### src/hw/rtl/c8x_pkg.sv
//==============================================================================
// c8x_pkg
// Shared types and constants for the CHIP-8 instruction execute block.
//==============================================================================
`default_nettype none
package c8x_pkg;

   typedef enum logic [1:0] {
      OP_WRITE = 2'd0,
      OP_READ  = 2'd1,
      OP_EXEC  = 2'd2,
      OP_TICK  = 2'd3
   } req_op_type;

   typedef enum logic [1:0] {
      DISP_NONE  = 2'd0,
      DISP_CLEAR = 2'd1,
      DISP_DRAW  = 2'd2
   } disp_cmd_type;

   localparam logic [15:0] W_CLS = 16'h00E0;
   localparam logic [15:0] W_RET = 16'h00EE;
   localparam logic [7:0]  K_SKP  = 8'h9E;
   localparam logic [7:0]  K_SKNP = 8'hA1;
   localparam logic [7:0]  K_GDT  = 8'h07;
   localparam logic [7:0]  K_WKEY = 8'h0A;
   localparam logic [7:0]  K_SDT  = 8'h15;
   localparam logic [7:0]  K_SST  = 8'h18;
   localparam logic [7:0]  K_ADDI = 8'h1E;
   localparam logic [7:0]  K_FONT = 8'h29;
   localparam logic [7:0]  K_BCD  = 8'h33;
   localparam logic [7:0]  K_STR  = 8'h55;
   localparam logic [7:0]  K_LDR  = 8'h65;
   localparam logic [7:0]  SHL_LIMIT = 8'h7F;
   localparam logic [11:0] PC_RESET = 12'd512;

   // controller states
   typedef enum logic [3:0] {
      ST_IDLE,
      ST_RDWAIT,
      ST_FETCH_HI,
      ST_FETCH_LO,
      ST_DECODE,
      ST_EXEC,
      ST_BCD,
      ST_BLK_RD,
      ST_BLK_WAIT,
      ST_BLK_WR,
      ST_DONE
   } state_type;

   // controller -> datapath
   typedef struct packed {
      logic capture;     // latch request
      logic mem_write;   // host byte write
      logic mem_read;    // host byte read issue
      logic rd_capture;  // latch host read data
      logic fetch_hi;    // issue high fetch read
      logic fetch_lo;    // latch high byte, issue low read
      logic decode;      // latch word
      logic exec;        // perform the execute step
      logic tick;        // timer tick
      logic bcd_wr;      // write one BCD digit
      logic blk_rd;      // issue block load read
      logic blk_ld;      // latch block load byte into register
      logic blk_wr;      // write block store byte
      logic out_load;    // register result
   } ctl_type;

   // datapath -> controller
   typedef struct packed {
      req_op_type op;
      logic       is_bcd;
      logic       is_str;
      logic       is_ldr;
      logic       cnt_last;  // block or BCD counter at final step
   } sts_type;

endpackage
`default_nettype wire

### src/hw/rtl/c8x_ctrl.sv
//==============================================================================
// c8x_ctrl
// Sequencer: steps each transaction through host access, timer tick, fetch, execute and memory walks.
//==============================================================================
`default_nettype none
module c8x_ctrl (
   input  wire logic             clock,
   input  wire logic             reset,
   input  wire logic             req_valid,
   output logic                  req_ready,
   output logic                  rsp_valid,
   input  wire logic             rsp_ready,
   input  wire c8x_pkg::sts_type sts,
   output c8x_pkg::ctl_type      ctl
);
   c8x_pkg::state_type state_ff, state_in;
   logic               rsp_valid_ff, rsp_valid_in;
   logic               done;

   // next state
   always_comb begin
      state_in = state_ff;
      unique case (state_ff)
         c8x_pkg::ST_IDLE: begin
            if (req_valid) begin
               state_in = c8x_pkg::ST_DECODE;
            end
         end
         c8x_pkg::ST_DECODE: begin
            // request latched; dispatch by opcode
            unique case (sts.op)
               c8x_pkg::OP_READ: state_in = c8x_pkg::ST_RDWAIT;
               c8x_pkg::OP_EXEC: state_in = c8x_pkg::ST_FETCH_HI;
               default:          state_in = c8x_pkg::ST_DONE;
            endcase
         end
         c8x_pkg::ST_RDWAIT:   state_in = c8x_pkg::ST_DONE;
         c8x_pkg::ST_FETCH_HI: state_in = c8x_pkg::ST_FETCH_LO;
         c8x_pkg::ST_FETCH_LO: state_in = c8x_pkg::ST_EXEC;
         c8x_pkg::ST_EXEC: begin
            if (sts.is_bcd) begin
               state_in = c8x_pkg::ST_BCD;
            end else if (sts.is_str) begin
               state_in = c8x_pkg::ST_BLK_WR;
            end else if (sts.is_ldr) begin
               state_in = c8x_pkg::ST_BLK_RD;
            end else begin
               state_in = c8x_pkg::ST_DONE;
            end
         end
         c8x_pkg::ST_BCD: begin
            if (sts.cnt_last) state_in = c8x_pkg::ST_DONE;
         end
         c8x_pkg::ST_BLK_WR: begin
            if (sts.cnt_last) state_in = c8x_pkg::ST_DONE;
         end
         c8x_pkg::ST_BLK_RD:   state_in = c8x_pkg::ST_BLK_WAIT;
         c8x_pkg::ST_BLK_WAIT: begin
            state_in = sts.cnt_last ? c8x_pkg::ST_DONE : c8x_pkg::ST_BLK_RD;
         end
         c8x_pkg::ST_DONE: begin
            if (!rsp_valid_ff || rsp_ready) state_in = c8x_pkg::ST_IDLE;
         end
         default: state_in = c8x_pkg::ST_IDLE;
      endcase
   end

   // outputs
   always_comb begin
      ctl       = '0;
      req_ready = 1'b0;
      done      = 1'b0;
      unique case (state_ff)
         c8x_pkg::ST_IDLE: begin
            req_ready   = 1'b1;
            ctl.capture = req_valid;
         end
         c8x_pkg::ST_DECODE: begin
            ctl.mem_write = (sts.op == c8x_pkg::OP_WRITE);
            ctl.mem_read  = (sts.op == c8x_pkg::OP_READ);
            ctl.tick      = (sts.op == c8x_pkg::OP_TICK);
            ctl.fetch_hi  = (sts.op == c8x_pkg::OP_EXEC);
         end
         c8x_pkg::ST_RDWAIT:   ctl.rd_capture = 1'b1;
         c8x_pkg::ST_FETCH_HI: ctl.fetch_lo = 1'b1;
         c8x_pkg::ST_FETCH_LO: ctl.decode = 1'b1;
         c8x_pkg::ST_EXEC:     ctl.exec = 1'b1;
         c8x_pkg::ST_BCD:      ctl.bcd_wr = 1'b1;
         c8x_pkg::ST_BLK_WR:   ctl.blk_wr = 1'b1;
         c8x_pkg::ST_BLK_RD:   ctl.blk_rd = 1'b1;
         c8x_pkg::ST_BLK_WAIT: ctl.blk_ld = 1'b1;
         c8x_pkg::ST_DONE: begin
            done         = !rsp_valid_ff || rsp_ready;
            ctl.out_load = done;
         end
         default: ;
      endcase
   end

   always_comb begin
      rsp_valid_in = rsp_valid_ff;
      if (rsp_ready) rsp_valid_in = 1'b0;
      if (done) rsp_valid_in = 1'b1;
   end

   always_ff @(posedge clock) begin
      if (reset) begin
         state_ff     <= c8x_pkg::ST_IDLE;
         rsp_valid_ff <= 1'b0;
      end else begin
         state_ff     <= state_in;
         rsp_valid_ff <= rsp_valid_in;
      end
   end

   assign rsp_valid = rsp_valid_ff;
endmodule
`default_nettype wire

### config.mk
export PLATFORM = sky130hd
export DESIGN_NAME = c8x_ctrl
export DESIGN_NICKNAME = d
export VERILOG_FILES = /design/src/hw/rtl/c8x_pkg.sv /design/src/hw/rtl/c8x_ctrl.sv
export SDC_FILE = /design/constraint.sdc
export NUM_CORES = 1
export LEC_CHECK = 0
export BUFFER_PORTS_ARGS = -buffer_cell sky130_fd_sc_hd__buf_2
export CORE_MARGIN = 2
export CORE_UTILIZATION = 45
export CTS_CLUSTER_DIAMETER = 60
export DETAILED_ROUTE_END_ITERATION = 10
export GPL_TIMING_DRIVEN = 0
export PLACE_DENSITY_LB_ADDON = 0.1
export SLEW_MARGIN = 0
export SYNTH_ARGS = -nofsm -noshare
export SYNTH_HDL_FRONTEND = slang
export SYNTH_SLANG_ARGS = --single-unit
### constraint.sdc
create_clock -name clock -period 3.1 [get_ports clock]
set_input_delay 0.31 -clock clock [delete_from_list [all_inputs] [get_ports clock]]
set_output_delay 0.31 -clock clock [all_outputs]
set_load 0.02 [all_outputs]
==> summary.txt <==
Floorplanning
  • Top Ports: 26
  • Core Rows: 13
  • DIE HEIGHT: 41.0 um
  • Initial Util: 47.8%
  • Core area: 1280 um2
  • Die footprint: 1680 um2
  • DIE WIDTH: 41.0 um

Synth
  • Post-synth cell types: 29
  • Ys flop type: dfxtp_1
  • Post-synthesis sequential area ratio: 16.3%
  • Synth top area share: 16.3%
  • Mean area per synthesized cell: 7.40 um2
  • EDFF count, synth: 0
  • Syn Inst Count: 83
  • Ys Warns: 0
  • Post-synth ARST share: 0%
  • Area contributors post-synth: dfxtp_1, ha_1, nor2_1, a2111oi_2, and2_1
  • Post-Syn Area: 614 um2
  • Seq cells post-synth: 5
  • Syn Nets: 98
  • Synth area leader: dfxtp_1

Clocking
  • Clock root cell: clkbuf_4
  • Worst-skew pair later-pin latency: 240 ps
  • Cts repair resizes: 0
  • Clock sink total: 5
  • CTS max path bufs: 2
  • CTS tree: done
  • Worst-path clk slew: 40 ps
  • CTS buffer count: 3
  • H-Tree Depth: 1
  • Post-CTS Hold Buffers: 0
  • Post-CTS Setup Repair Bufs: 0

Drt
  • Via Count: 678
  • Drt drc: 0
  • Routed WL: 1450 um
  • Routed Antenna Nets: 0
  • Vias/cell: 5.34
  • 1st-pass router iterations: 4
  • Initial DRC count: 12
  • Avg WL per Cell: 11.4 um

Global routing
  • Overflow after GRT: 0
  • Largest net degree at the start of global routing: 11
  • Initial antenna violation count: 0
  • Number of global-route vias before repair: 555
  • First-pass GRT wire length: 2350 um
  • Total GRT Usage: 21.3%

Place
  • GP Congestion: 0.845
  • Total placed instance area: 758 um2
  • Placed Instances: 123
  • DP Worst Slack: 1410 ps
  • Post-DP HPWL: 1180 um
  • IO buf count: 25

Power
  • Pwr per Cell Area: 767 nW/um2
  • Clock power share: 12.2%
  • Internal power: 0.310 mW
  • Flop pwr share: 18.2%
  • Sw Share: 48.5%
  • Psw: 0.292 mW
  • Pleak: 0.401 nW
  • Combinational fraction of design power: 69.5%
  • Worst VDD drop: 0.000346 V

STA
  • Tcrit/Tclk final: 62.4%
  • Final hold viol count: 0
  • Setup TNS Final: 0 ps
  • Fin. max-slew vios: 0
  • Max_slew headroom: 73.3%
  • Final worst setup slack: 1170 ps
  • Max Freq: 0.517 GHz
  • Worst-margin pin slew: 400 ps
  • Final Setup Violations: 0
  • RSZ-0062 raised after global routing: no
  • Minimum clock period after layout: 1930 ps
  • Skew final: 0.704 ps

Worst setup path
  • Crit-path max cell delay: 330 ps
  • CP max stage cell: dfxtp_1
  • Top delay family on crit path: buffers and inverters
  • Internal reg-to-reg setup slack: 1500 ps
  • R2R depth: 5
  • Worst setup EP type: output port
  • Worst r2r src: state_ff[2]
  • Arrival time worst endpoint: 1620 ps
  • Worst Path Required: 2790 ps
  • Worst path buffer plus inverter count: 4
  • Critical path, cell by cell: buf_6 -> or2_2 -> clkbuf_1 -> nor3_1 -> buf_4 -> buf_2
  • CP max FO: 10
  • R2r endpoint: state_ff[2]
  • CP Launch Type: flip-flop
  • Kind of critical path: reg2out

Final layout
  • Post-route cell area: 785 um2
  • Area growth syn-to-layout: 27.7%
  • Storage element area: 100 um2
  • Share of layout cells above drive strength 1: 34.8%
  • Non-Filler Instances: 127
  • Final core occ: 61.1%
  • Multi-input logic area: 453 um2
  • FILL cells: 127
  • Final nets: 128
  • Antenna diodes: 0

Run
  • Total of max-cap violations: 0

Hold path
  • Hold Path Class: in2reg
  • Hold path depth: 2
  • Worst hold endpoint: state_ff[1]
  • Hold path start: reset

Run status
  • Status: completed
per-layer routing:
metal	GRT usage, %	vias to the layer above	part of all wire, %
met3	9.78	0	7.1
li1	-	348	-
met5	0	-	0
met1	27.6	310	47
met2	34.0	20	46
met4	0	0	0
cells in the mapped netlist (3+ instances only):
| cell type | n |
|---|---|
| ha_1 | 5 |
| nand2b_1 | 3 |
| and3_1 | 3 |
| a31oi_1 | 3 |
| nor3_1 | 4 |
| nor2_1 | 15 |
| inv_1 | 5 |
| and2_1 | 4 |
| dfxtp_1 | 5 |
| o21bai_1 | 3 |
| o21a_1 | 3 |
| a21oi_1 | 3 |
| o21ai_0 | 3 |
| nor2b_1 | 4 |
cell type report:
| class | count | share of cell area (%) |
|---|---|---|
| well taps | 15 | 2.39 |
| inverters | 5 | 2.39 |
| repair buffers | 25 | 15.9 |
| multi-input cells | 67 | 57.7 |
| flip-flops and latches | 5 | 12.8 |
| plain buffers | 6 | 5.42 |
| clock buffers | 4 | 3.35 |
worst reg2reg max path: stages (launching register included):
cell and delay (ps):
dfxtp_1 350, buf_6 160, nor2_1 220, nor2_1 70, a221o_1 360, a2111oi_2 340
cell families after synthesis:
| kind of cell | count (synthesis) | share of synthesized area (%) |
|---|---|---|
| compound gates | 20 | 24.8 |
| buf+inv | 11 | 9.98 |
| flops | 5 | 16.3 |
| mux | 1 | 1.63 |
| simple gates | 41 | 37.1 |
| fa+ha+maj | 5 | 10.2 |
layout by cell type, fill, tap and decap left out, drive strengths merged, types with 3 or more instances in the layout:
cell,n
a21oi,3
a31oi,3
and3,3
nand2b,3
o21ai,3
ha,5
o21a,3
inv,5
and2,4
nor2,15
buf,29
nor2b,4
o21bai,3
clkbuf,6
dfxtp,5
nor3,4
worst max-delay path by stage:
| stage | end | slack, ps | cells past startpoint | from |
|---|---|---|---|---|
| 2_1_floorplan | ctl[2] | 1490 | 4 | state_ff[0] |
| 3_3_place_gp | ctl[0] | 1430 | 6 | state_ff[0] |
| 3_5_place_dp | ctl[0] | 1410 | 6 | state_ff[0] |
| 4_1_cts | ctl[0] | 1150 | 6 | state_ff[0] |
| 5_1_grt | ctl[0] | 1040 | 6 | state_ff[0] |
| 6_report | ctl[0] | 1170 | 6 | state_ff[0] |
power groups by stage:
stage,sequential [mW],clock [mW],combinational [mW]
global route,0.114,0.0849,0.471
global placement,0.109,0,0.416
detailed placement,0.111,0,0.418
floorplan,0.105,0,0.323
finish,0.110,0.0735,0.418
CTS,0.110,0.0777,0.420
state kept, by name (all words and copies together), names as in the netlist:
register   cells
rsp_valid      1
state_ff       4
metrics by stage:
stage / hold WS [ps] / total power [mW]
2_1_floorplan: 379 / 0.427
3_3_place_gp: 569 / 0.525
6_report: 326 / 0.601
4_1_cts: 308 / 0.607
3_5_place_dp: 564 / 0.529
5_1_grt: 309 / 0.670
Power figures use the tool's default switching activity.
